--- src/design/spl_pkg.sv ---
// ----------------------------------------------------------------------------
// Sorted priority list package
// Shared types and codes for the sorted priority list cells and top level.
// ----------------------------------------------------------------------------
package spl_pkg;

    localparam int TAG_W  = 16;
    localparam int PRIO_W = 16;

    // Request codes on req_type.
    localparam logic [1:0] REQ_PUSH_FRONT = 2'd0;
    localparam logic [1:0] REQ_DROP_HEAD  = 2'd1;
    localparam logic [1:0] REQ_INSERT     = 2'd2;
    localparam logic [1:0] REQ_REMOVE     = 2'd3;

    // Result status codes.
    localparam logic [1:0] ST_DONE      = 2'd0;
    localparam logic [1:0] ST_NOT_FOUND = 2'd1;
    localparam logic [1:0] ST_FULL      = 2'd2;
    localparam logic [1:0] ST_EMPTY     = 2'd3;

    // Operation broadcast to every cell.
    localparam logic [2:0] OP_IDLE         = 3'd0;
    localparam logic [2:0] OP_GROW_FRONT   = 3'd1;
    localparam logic [2:0] OP_GROW_SORTED  = 3'd2;
    localparam logic [2:0] OP_SHRINK_FRONT = 3'd3;
    localparam logic [2:0] OP_SHRINK_TAG   = 3'd4;

    localparam logic signed [PRIO_W-1:0] PRIO_MIN = {1'b1, {(PRIO_W-1){1'b0}}};
    localparam logic signed [PRIO_W-1:0] DEFAULT_PRIO_RESET = 16'sd1000;

    typedef struct packed {
        logic                     valid;
        logic [TAG_W-1:0]         tag;
        logic signed [PRIO_W-1:0] prio;
    } entry_t;

    typedef struct packed {
        logic [2:0]               op;
        logic [TAG_W-1:0]         tag;
        logic signed [PRIO_W-1:0] prio;
    } cmd_t;

endpackage

--- src/design/spl_cell.sv ---
// ----------------------------------------------------------------------------
// Sorted priority list cell
// Holds one entry and shifts it toward the tail or the head as requested.
// ----------------------------------------------------------------------------
module spl_cell (
    input  logic           clk,
    input  logic           rst_n,
    input  spl_pkg::cmd_t   cmd,
    input  spl_pkg::entry_t left_entry,
    input  logic           left_hit,
    input  logic           left_found,
    input  spl_pkg::entry_t right_entry,
    output spl_pkg::entry_t entry,
    output logic           hit,
    output logic           found
);
    import spl_pkg::*;

    logic                     valid_reg;
    logic [TAG_W-1:0]         tag_reg;
    logic signed [PRIO_W-1:0] prio_reg;
    entry_t                   cur_entry;
    entry_t                   entry_next;
    logic                     match;

    assign cur_entry = {valid_reg, tag_reg, prio_reg};

    // The insertion point is the first cell that is empty or holds a priority
    // not below the new one; the list order makes these cells a suffix.
    always_comb
    begin
        case (cmd.op)
            OP_GROW_FRONT:  hit = 1'b1;
            OP_GROW_SORTED: hit = !cur_entry.valid || (cmd.prio <= cur_entry.prio);
            default:        hit = 1'b0;
        endcase
    end

    always_comb
    begin
        case (cmd.op)
            OP_SHRINK_FRONT: match = cur_entry.valid;
            OP_SHRINK_TAG:   match = cur_entry.valid && (cur_entry.tag == cmd.tag);
            default:         match = 1'b0;
        endcase
    end

    assign found = left_found || match;

    always_comb
    begin
        entry_next = cur_entry;
        case (cmd.op)
            OP_GROW_FRONT, OP_GROW_SORTED:
            begin
                if (left_hit)
                begin
                    entry_next = left_entry;
                end
                else if (hit)
                begin
                    entry_next.valid = 1'b1;
                    entry_next.tag   = cmd.tag;
                    entry_next.prio  = cmd.prio;
                end
            end
            OP_SHRINK_FRONT, OP_SHRINK_TAG:
            begin
                if (found)
                begin
                    entry_next = right_entry;
                end
            end
            default:
            begin
                entry_next = cur_entry;
            end
        endcase
    end

    always_ff @(posedge clk or negedge rst_n)
    begin
        if (!rst_n)
        begin
            valid_reg <= 1'b0;
        end
        else
        begin
            valid_reg <= entry_next.valid;
        end
    end

    always_ff @(posedge clk)
    begin
        tag_reg  <= entry_next.tag;
        prio_reg <= entry_next.prio;
    end

    assign entry = cur_entry;

endmodule

--- src/design/sorted_priority_list.sv ---
// ----------------------------------------------------------------------------
// Sorted priority list
// A list of tagged entries kept in ascending priority order in a chain of cells.
// ----------------------------------------------------------------------------
// The result of an item is strobed by done in the cycle after the item is
// accepted. Throughput: one item per cycle; busy is always low, because
// every cell compares and shifts in parallel within the cycle of acceptance.
// The receiver cannot stall, so no result is ever held back.
// Reset empties the list, clears the result strobe and loads the default
// priority register with 1000.
module sorted_priority_list #(
    parameter int CAPACITY  = 16,
    parameter int TAG_WIDTH = 16
) (
    input  logic                                clk,
    input  logic                                rst_n,
    input  logic                                cfg_wr_en,
    input  logic signed [spl_pkg::PRIO_W-1:0]   cfg_wr_data,
    input  logic                                start,
    output logic                                busy,
    input  logic [1:0]                          req_type,
    input  logic [spl_pkg::TAG_W-1:0]           name_tag,
    input  logic signed [spl_pkg::PRIO_W-1:0]   priority_req,
    output logic                                done,
    output logic [1:0]                          status,
    output logic                                head_valid,
    output logic [spl_pkg::TAG_W-1:0]           head_tag,
    output logic signed [spl_pkg::PRIO_W-1:0]   head_priority,
    output logic [$clog2(CAPACITY+1)-1:0]       entry_count
);
    import spl_pkg::*;

    localparam int CNT_W  = $clog2(CAPACITY + 1);
    // Only the low TAG_WIDTH bits of a tag are stored and compared.
    localparam int KEEP_W = (TAG_WIDTH < TAG_W) ? TAG_WIDTH : TAG_W;
    localparam logic [TAG_W-1:0] TAG_MASK = {TAG_W{1'b1}} >> (TAG_W - KEEP_W);

    logic signed [PRIO_W-1:0] default_prio_reg;
    logic [CNT_W-1:0]         count_reg;
    logic [CNT_W-1:0]         count_next;
    logic                     done_reg;
    logic [1:0]               status_reg;
    logic [1:0]               status_next;

    cmd_t   cmd;
    entry_t cell_entry [CAPACITY];
    logic   cell_hit   [CAPACITY];
    logic   cell_found [CAPACITY];

    logic accept;
    logic list_full;
    logic list_empty;
    logic signed [PRIO_W-1:0] front_prio;

    // The list is held in order from cell 0, so the last cell tells whether
    // the list is full and cell 0 whether it is empty.
    assign accept     = start && !busy;
    assign list_full  = cell_entry[CAPACITY-1].valid;
    assign list_empty = !cell_entry[0].valid;
    assign busy       = 1'b0;

    // A push at the front takes one below the head's priority, saturating at
    // the lowest value, or the configured default when the list is empty.
    always_comb
    begin
        if (list_empty)
        begin
            front_prio = default_prio_reg;
        end
        else if (cell_entry[0].prio == PRIO_MIN)
        begin
            front_prio = PRIO_MIN;
        end
        else
        begin
            front_prio = cell_entry[0].prio - PRIO_W'(1);
        end
    end

    // Decode the request into the operation broadcast along the chain. A grow
    // refused on a full list turns into an idle operation so that no cell moves.
    always_comb
    begin
        cmd.op   = OP_IDLE;
        cmd.tag  = name_tag & TAG_MASK;
        cmd.prio = priority_req;
        if (accept)
        begin
            case (req_type)
                REQ_PUSH_FRONT:
                begin
                    cmd.prio = front_prio;
                    if (!list_full)
                    begin
                        cmd.op = OP_GROW_FRONT;
                    end
                end
                REQ_INSERT:
                begin
                    if (!list_full)
                    begin
                        cmd.op = OP_GROW_SORTED;
                    end
                end
                REQ_DROP_HEAD:
                begin
                    cmd.op = OP_SHRINK_FRONT;
                end
                REQ_REMOVE:
                begin
                    cmd.op = OP_SHRINK_TAG;
                end
                default:
                begin
                    cmd.op = OP_IDLE;
                end
            endcase
        end
    end

    // The chain of cells. Each cell sees its left neighbor's entry and
    // insertion flag, the found flag rippling from the head, and its right
    // neighbor's entry. The ends are fed with an empty entry.
    genvar gi;
    generate
        for (gi = 0; gi < CAPACITY; gi++)
        begin : g_cell
            entry_t left_e;
            entry_t right_e;
            logic   left_h;
            logic   left_f;

            if (gi == 0)
            begin : g_head
                assign left_e = '0;
                assign left_h = 1'b0;
                assign left_f = 1'b0;
            end
            else
            begin : g_mid
                assign left_e = cell_entry[gi-1];
                assign left_h = cell_hit[gi-1];
                assign left_f = cell_found[gi-1];
            end

            if (gi == CAPACITY - 1)
            begin : g_tail
                assign right_e = '0;
            end
            else
            begin : g_body
                assign right_e = cell_entry[gi+1];
            end

            spl_cell u_cell (
                .clk         (clk),
                .rst_n       (rst_n),
                .cmd         (cmd),
                .left_entry  (left_e),
                .left_hit    (left_h),
                .left_found  (left_f),
                .right_entry (right_e),
                .entry       (cell_entry[gi]),
                .hit         (cell_hit[gi]),
                .found       (cell_found[gi])
            );
        end
    endgenerate

    // Status and count follow the same decisions that move the cells.
    always_comb
    begin
        status_next = ST_DONE;
        count_next  = count_reg;
        case (req_type)
            REQ_PUSH_FRONT, REQ_INSERT:
            begin
                if (list_full)
                begin
                    status_next = ST_FULL;
                end
                else
                begin
                    count_next = count_reg + CNT_W'(1);
                end
            end
            REQ_DROP_HEAD:
            begin
                if (list_empty)
                begin
                    status_next = ST_EMPTY;
                end
                else
                begin
                    count_next = count_reg - CNT_W'(1);
                end
            end
            REQ_REMOVE:
            begin
                if (!cell_found[CAPACITY-1])
                begin
                    status_next = ST_NOT_FOUND;
                end
                else
                begin
                    count_next = count_reg - CNT_W'(1);
                end
            end
            default:
            begin
                status_next = ST_DONE;
            end
        endcase
    end

    always_ff @(posedge clk or negedge rst_n)
    begin
        if (!rst_n)
        begin
            default_prio_reg <= DEFAULT_PRIO_RESET;
            count_reg        <= '0;
            done_reg         <= 1'b0;
        end
        else
        begin
            if (cfg_wr_en)
            begin
                default_prio_reg <= cfg_wr_data;
            end
            if (accept)
            begin
                count_reg <= count_next;
            end
            done_reg <= accept;
        end
    end

    always_ff @(posedge clk)
    begin
        if (accept)
        begin
            status_reg <= status_next;
        end
    end

    // The head and count are read straight from the cells and the counter,
    // which hold the state after the item whose result is strobed.
    assign done          = done_reg;
    assign status        = status_reg;
    assign head_valid    = cell_entry[0].valid;
    assign head_tag      = cell_entry[0].valid ? cell_entry[0].tag : '0;
    assign head_priority = cell_entry[0].valid ? cell_entry[0].prio : '0;
    assign entry_count   = count_reg;

    // Every accepted item yields exactly one result in the next cycle.
    a_one_result: assert property (@(posedge clk) disable iff (!rst_n)
        accept |=> done)
        else $error("accepted item produced no result");

    a_no_spurious: assert property (@(posedge clk) disable iff (!rst_n)
        !accept |=> !done)
        else $error("result strobed without an accepted item");

    // The counter and the chain agree on whether the list is empty or full.
    a_count_empty: assert property (@(posedge clk) disable iff (!rst_n)
        (count_reg == '0) == list_empty)
        else $error("entry count disagrees with head cell");

    a_count_full: assert property (@(posedge clk) disable iff (!rst_n)
        (count_reg == CNT_W'(CAPACITY)) == list_full)
        else $error("entry count disagrees with tail cell");

    // A refused grow leaves the list untouched.
    a_full_refused: assert property (@(posedge clk) disable iff (!rst_n)
        accept && list_full && (req_type == REQ_PUSH_FRONT || req_type == REQ_INSERT)
        |=> (status == ST_FULL) && $stable(count_reg))
        else $error("grow on a full list was not refused");

endmodule

--- config.mk ---
export PLATFORM = sky130hd
export DESIGN_NAME = sorted_priority_list
export DESIGN_NICKNAME = d
export VERILOG_FILES = /design/src/design/spl_pkg.sv /design/src/design/spl_cell.sv /design/src/design/sorted_priority_list.sv
export SDC_FILE = /design/constraint.sdc
export NUM_CORES = 2
export LEC_CHECK = 0
export ABC_AREA = 1
export BUFFER_PORTS_ARGS = -buffer_cell sky130_fd_sc_hd__buf_2
export CAP_MARGIN = 25
export CORE_MARGIN = 4
export CORE_UTILIZATION = 40
export DETAILED_ROUTE_END_ITERATION = 12
export PLACE_DENSITY = 0.63
export RECOVER_POWER = 50
export SLEW_MARGIN = 20
export SYNTH_ARGS = -nofsm -noshare
export SYNTH_HDL_FRONTEND = slang
export SYNTH_HIERARCHICAL = 1
export SYNTH_SLANG_ARGS = --single-unit
--- constraint.sdc ---
create_clock -name clk -period 19.1 [get_ports clk]
set_input_delay 1.91 -clock clk [delete_from_list [all_inputs] [get_ports clk]]
set_output_delay 1.91 -clock clk [all_outputs]
set_load 0.02 [all_outputs]
==> Word-level counts from Yosys, hierarchy flattened <==
Index checks and enable logic that the tools add are counted.
{ "word_totals": {"output_inout_bits": 42, "regBits": 552} }
{ "classes": {"reduce_logical": 85, "eq_ne": 59, "magnitude_cmp": 16, "n_addsub": 3, "muxes": 113} }
{ "op_table": {"columns": ["cell", "count"], "rows": [
  ["$mux 33", 47],
  ["$pmux 33 s2", 16],
  ["$eq 16x16->1", 16],
  ["$le 16x16->1", 16],
  ["$mux 16", 6],
  ["$pmux 1 s2", 32],
  ["$reduce_and 3->1", 16],
  ["$ne 3x1->1 const B", 13],
  ["$ne 2x1->1 const B", 19],
  ["$logic_or 1x1->1", 31],
  ["$eq 16x16->1 const B", 1],
  ["$logic_and 1x1->1", 16],
  ["$logic_not 1->1", 16],
  ["$sub 16x2->16 const B", 1],
  ["$mux 5", 3],
  ["$pmux 5 s3", 1],
  ["$pmux 3 s4", 1],
  ["$eq 3x2->1 const B", 2],
  ["$mux 2", 3],
  ["$ne 3x2->1 const B", 2],
  ["$pmux 2 s3", 1],
  ["$reduce_or 2->1", 3],
  ["$add 5x1->5 const B", 1],
  ["$sub 5x1->5 const B", 1],
  ["other kinds (10)", 12]
]} }

==> Longest topological paths before layout <==
{ "depth": {"depth_word": 22, "ltp_mapped": 46, "ltp_nobuf": 46} }

==> Cells and area by module <==
The synthesis kept the hierarchy.
{ "by_module_without_submodules": {"columns": ["mod", "instances", "cells_each", "area_each_um2"], "rows": [
  ["spl_cell at g_cell[0].u_cell ...", 8, 336, 2672.6],
  ["spl_cell at g_cell[2].u_cell ...", 8, 336, 2461.1],
  ["sorted_priority_list", 1, 324, 2132.0]
]} }

==> Worst setup path before layout <==
Ideal clock, no wire load.
{ "synth_path": {"path_type": "input to register", "start": "input port req_type[0]", "end": "register g_cell[15].u_cell.prio_reg[0] (enable)", "n_path_buf": 0, "arrival_time_ps": 8880, "slack_ps": 9834, "setup_time_ps": 387, "stages": 40, "path_cell_list": "inv_2 nand2_1 nand2_1 nor3b_1 nand3_1 nand2_1 nand2_1 nand2_1 inv_1 nand2_1 inv_1 nand2_1 inv_1 nand2_1 inv_1 nand2_1 inv_1 nand2_1 (+4 left out) inv_1 nand2_1 inv_1 nand2_1 inv_1 nand2_1 inv_1 nand2_1 inv_1 nand2_1 inv_1 nand2_1 inv_1 nand2_1 inv_1 nand3_2 nand3_2 inv_1"} }
{ "synth_lines": {"columns": ["element", "line_no", "text"], "rows": [
  ["start, declared", "sorted_priority_list.sv:21", "input logic [1:0] req_type,"],
  ["end signal, assigned", "spl_cell.sv:96", "prio_reg <= entry_next.prio;"],
  ["end, declared", "spl_cell.sv:21", "logic signed [PRIO_W-1:0] prio_reg;"]
]} }

==> results.txt <==
The run finished, with violations left. The checks that failed: max-capacitance violations, max-slew violations. The first global-routing pass estimated 182,000 um of wire.

The peak per-stage delay on the critical path came out at 1370 ps. For this block, the initial DRC count from the detailed router was approximately 2,600. The final worst hold slack came out at between 500 and 600 ps. The tightest min-delay check is of the flop to flop type. The final number of hold-violating endpoints came out at 0. The critical register-to-register path endpoint is g_cell[1].u_cell/tag_reg[1].

The combined flip-flop and latch cell area is ~16,000 sq um. The synthesized instance count is 5,697. The cell family contributing the most delay on the critical path is buffers and inverters. Based on the critical path, the design can be clocked at up to 0.106 GHz. The relative area change from synthesis to final layout came out at 9.11%. The die covers 113,000 sq um.

The post-cts sizing count came out at 0. The maximum buffer depth of the clock tree is 3. Summing all multi-input logic gate instances after layout gives 22,900 sq um. The maximum fanout encountered on the critical timing path is 33. The initial antenna violation count came out at 4. Global routing finished with a remaining overflow of 0.

The peak ir drop on the vdd network is 116 uV. Subtracting the final worst setup slack from the clock period gives 9410 ps. The maximum clock skew at final layout is 22.2 ps. The detailed-routing wirelength on met1 came out at 52,200 um.

The slowest cell on the critical path is sky130_fd_sc_hd__clkbuf_1. The worst setup path is captured at a flop. The count of maximum capacitance violations is 7.

The start point of the worst hold path is default_prio_reg[9]. The final routed DRC violation total is 0. STA classifies the critical path startpoint as an input port. After detailed routing, the total wire length is 112,000 um. The signal on the critical path passes through clkbuf_1, nor2_1, nand2_1, inv_1, o21ai_0, nor2_1, nor2_4, clkbuf_1, ha_1, a21oi_1, o21ai_0, a21oi_1, nand3_1, nand3_1, nand2_1, inv_1, clkbuf_1, nor2_1, nand4_2, nand3_1, inv_1, clkbuf_1. The setup total negative slack is 0 ps. The cell area after synthesis is 43,200 sq um. The final setup violation count came out at 0.

The total global routing track utilization came out at 19.4%. The required time of the worst setup path came out at 19,310 ps. After floorplanning, the core was sized to cover 107,000 sq um. The post-CTS setup-driven buffer insertion count came out at 0. Once detail routing completed, the nets flagged for antenna violations numbered 0. For this configuration, the core starts out at a cell density of 40.3%. Routability-driven placement finished with a final weighted congestion of 0.864. The launch point of the worst reg-to-reg path is g_cell[0].u_cell/valid_reg. The worst max-slew margin expressed relative to the limit is -141%. The buffer and inverter count on the worst path is 7. Signal routing reaches up to met5. The static leakage is 21.7 nW. The clock drives around 550 sinks. Dividing the detail-routed wire length by the instance count gives 15.5 um.

The path with the worst hold slack has its endpoint at default_prio_reg[9]. The worst setup path category is input port to flop. The number of cells on the worst reg-to-reg path came out at 22. The clock tree from TritonCTS is done. The first-pass detailed-route iteration total came out at 5. The chip height is 337 um. The wire length on met2 is roughly 51,000 um. In this design, the critical path's most frequently occurring cell is sky130_fd_sc_hd__clkbuf_1.

The total number of vias is 36,500. Across all register-to-register paths, the minimum setup slack is 11,010 ps. The number of buffers created by CTS is 69. The clock-pin transition on the worst setup and hold timing paths came out at 50 ps.

For the worst setup path, the data arrival time is slightly below 10,000 ps. The total power divided by cell area came out at 116 nW/um^2. Yosys printed 6 warnings.

The number of levels the H-tree was split into came out at 3. The floorplan row count is 120. Counting instances, the worst hold path has a depth of 2.

The horizontal extent of the die came out at 337 um. The overall power of the completed layout came out at around 5.5 mW. The maximum number of pins on one net before global-route repair came out at 66. Detailed placement finished with a half-perimeter wire length of 84,600 um. Input and output buffers added on the ports amount to 94. After the last flow step, the layout net total stands at ~6,000. For the pin with the worst max-slew slack, the measured transition is roughly 3600 ps. The number of global-route vias before repair is 34,100. For the worst-skew pair, the clock arrives at the later sink with an insertion delay of 630 ps. The number of filler instances in the final layout is 10,800. The share of layout cells above drive strength 1 came out at a little over a tenth. The final critical-path share of the clock period is 49.3%. The cell chosen for the clock root is sky130_fd_sc_hd__clkbuf_16. The number of max-slew violations in the final report is about 270. The vias per cell is 5.05. For this design, the CTS-stage hold fixing added 0 buffers. The number of I/O pins came out at between 90 and 100. The met3 wirelength from detailed routing came out at 5760 um.

Setup repair after global routing left no endpoint under its margin. The post-synthesis area per instance came out at 7.58 sq um.
worst register-to-register path: stages, from the launching register on:
cell and delay, ps:
sky130_fd_sc_hd__dfrtp_1 840, sky130_fd_sc_hd__clkbuf_1 1110, sky130_fd_sc_hd__o21ai_0 240, sky130_fd_sc_hd__nor2_1 240, sky130_fd_sc_hd__nor2_4 40, sky130_fd_sc_hd__clkbuf_1 710, sky130_fd_sc_hd__ha_1 650, sky130_fd_sc_hd__nand2_1 60
sky130_fd_sc_hd__nor2_1 140, sky130_fd_sc_hd__nand4_1 100, sky130_fd_sc_hd__clkinv_1 70, sky130_fd_sc_hd__nand2_1 80, sky130_fd_sc_hd__nand2_1 70, sky130_fd_sc_hd__nand2_1 70, sky130_fd_sc_hd__nand3_1 70, sky130_fd_sc_hd__nand2_1 50
sky130_fd_sc_hd__inv_1 70, sky130_fd_sc_hd__clkbuf_1 1160, sky130_fd_sc_hd__nor2_1 190, sky130_fd_sc_hd__nand4_2 180, sky130_fd_sc_hd__nand3_1 90, sky130_fd_sc_hd__inv_1 60, sky130_fd_sc_hd__clkbuf_1 1370
placed cells by master (no fill, tap or decap), types with 30 or more instances in the layout:
master and n:
sky130_fd_sc_hd__nand2_1 1892, sky130_fd_sc_hd__inv_1 711, sky130_fd_sc_hd__nor2_1 677, sky130_fd_sc_hd__edfxtp_1 514, sky130_fd_sc_hd__a31oi_1 360, sky130_fd_sc_hd__ha_1 260, sky130_fd_sc_hd__a31oi_2 160, sky130_fd_sc_hd__nor2_2 158
sky130_fd_sc_hd__a21oi_1 151, sky130_fd_sc_hd__nand3_1 124, sky130_fd_sc_hd__xor2_1 121, sky130_fd_sc_hd__clkbuf_1 85, sky130_fd_sc_hd__clkbuf_16 72, sky130_fd_sc_hd__conb_1 69, sky130_fd_sc_hd__buf_4 62, sky130_fd_sc_hd__o21ai_0 58
sky130_fd_sc_hd__buf_2 52, sky130_fd_sc_hd__xnor2_1 34, sky130_fd_sc_hd__dfrtp_1 32, sky130_fd_sc_hd__clkinv_1 30
report_power, final:
group | switching, mW | leakage [nW] | internal (mW) | total (mW)
registers | 0.350 | 5.32 | 1.82 | 2.17
logic | 1.29 | 15.3 | 0.711 | 2.00
clock network | 0.541 | 1.09 | 0.773 | 1.31
stage by stage:
stage               worst slack [ps]  area [sq um]  util [%]  instances
floorplan                       9830         43400         -       5765
global placement               12060         44900      41.9       7092
detailed placement             11920         45000      42.0       7094
CTS                            12600         47200      44.0       7220
global route                    9100         47100      44.0       7232
finish                          9690         47100      44.0       7233
final cells by class:
class | instances | area share (%)
Sequential cell | 552 | 34.8
Clock inverter | 36 | 0.677
Inverter | 738 | 5.88
Tap cell | 1403 | 3.73
Timing Repair Buffer | 189 | 2.34
Antenna cell | 1 | 0.00531
Multi-Input combinational cell | 4224 | 48.5
Clock buffer | 90 | 4.05
metal layers:
metal | up-vias | global-route usage, %
li1 | 18700 | -
met1 | 16800 | 26.7
met2 | 871 | 32.5
met3 | 157 | 2.41
met4 | 2 | 5.17
met5 | - | 0
worst max path at each step:
stage	startpoint	endpoint	slack, ps	depth (start not counted)
after floorplan	req_type[0]	g_cell[15].u_cell/prio_reg[0]	9830	40
final	req_type[0]	g_cell[1].u_cell/tag_reg[1]	9690	22
after global placement	req_type[0]	g_cell[14].u_cell/tag_reg[0]	12060	22
after CTS	req_type[0]	g_cell[14].u_cell/prio_reg[15]	12600	18
after global routing	req_type[0]	g_cell[1].u_cell/tag_reg[1]	9100	22
after detailed placement	req_type[0]	g_cell[14].u_cell/prio_reg[15]	11920	18
No activity file was read; power rests on OpenSTA's default activity.
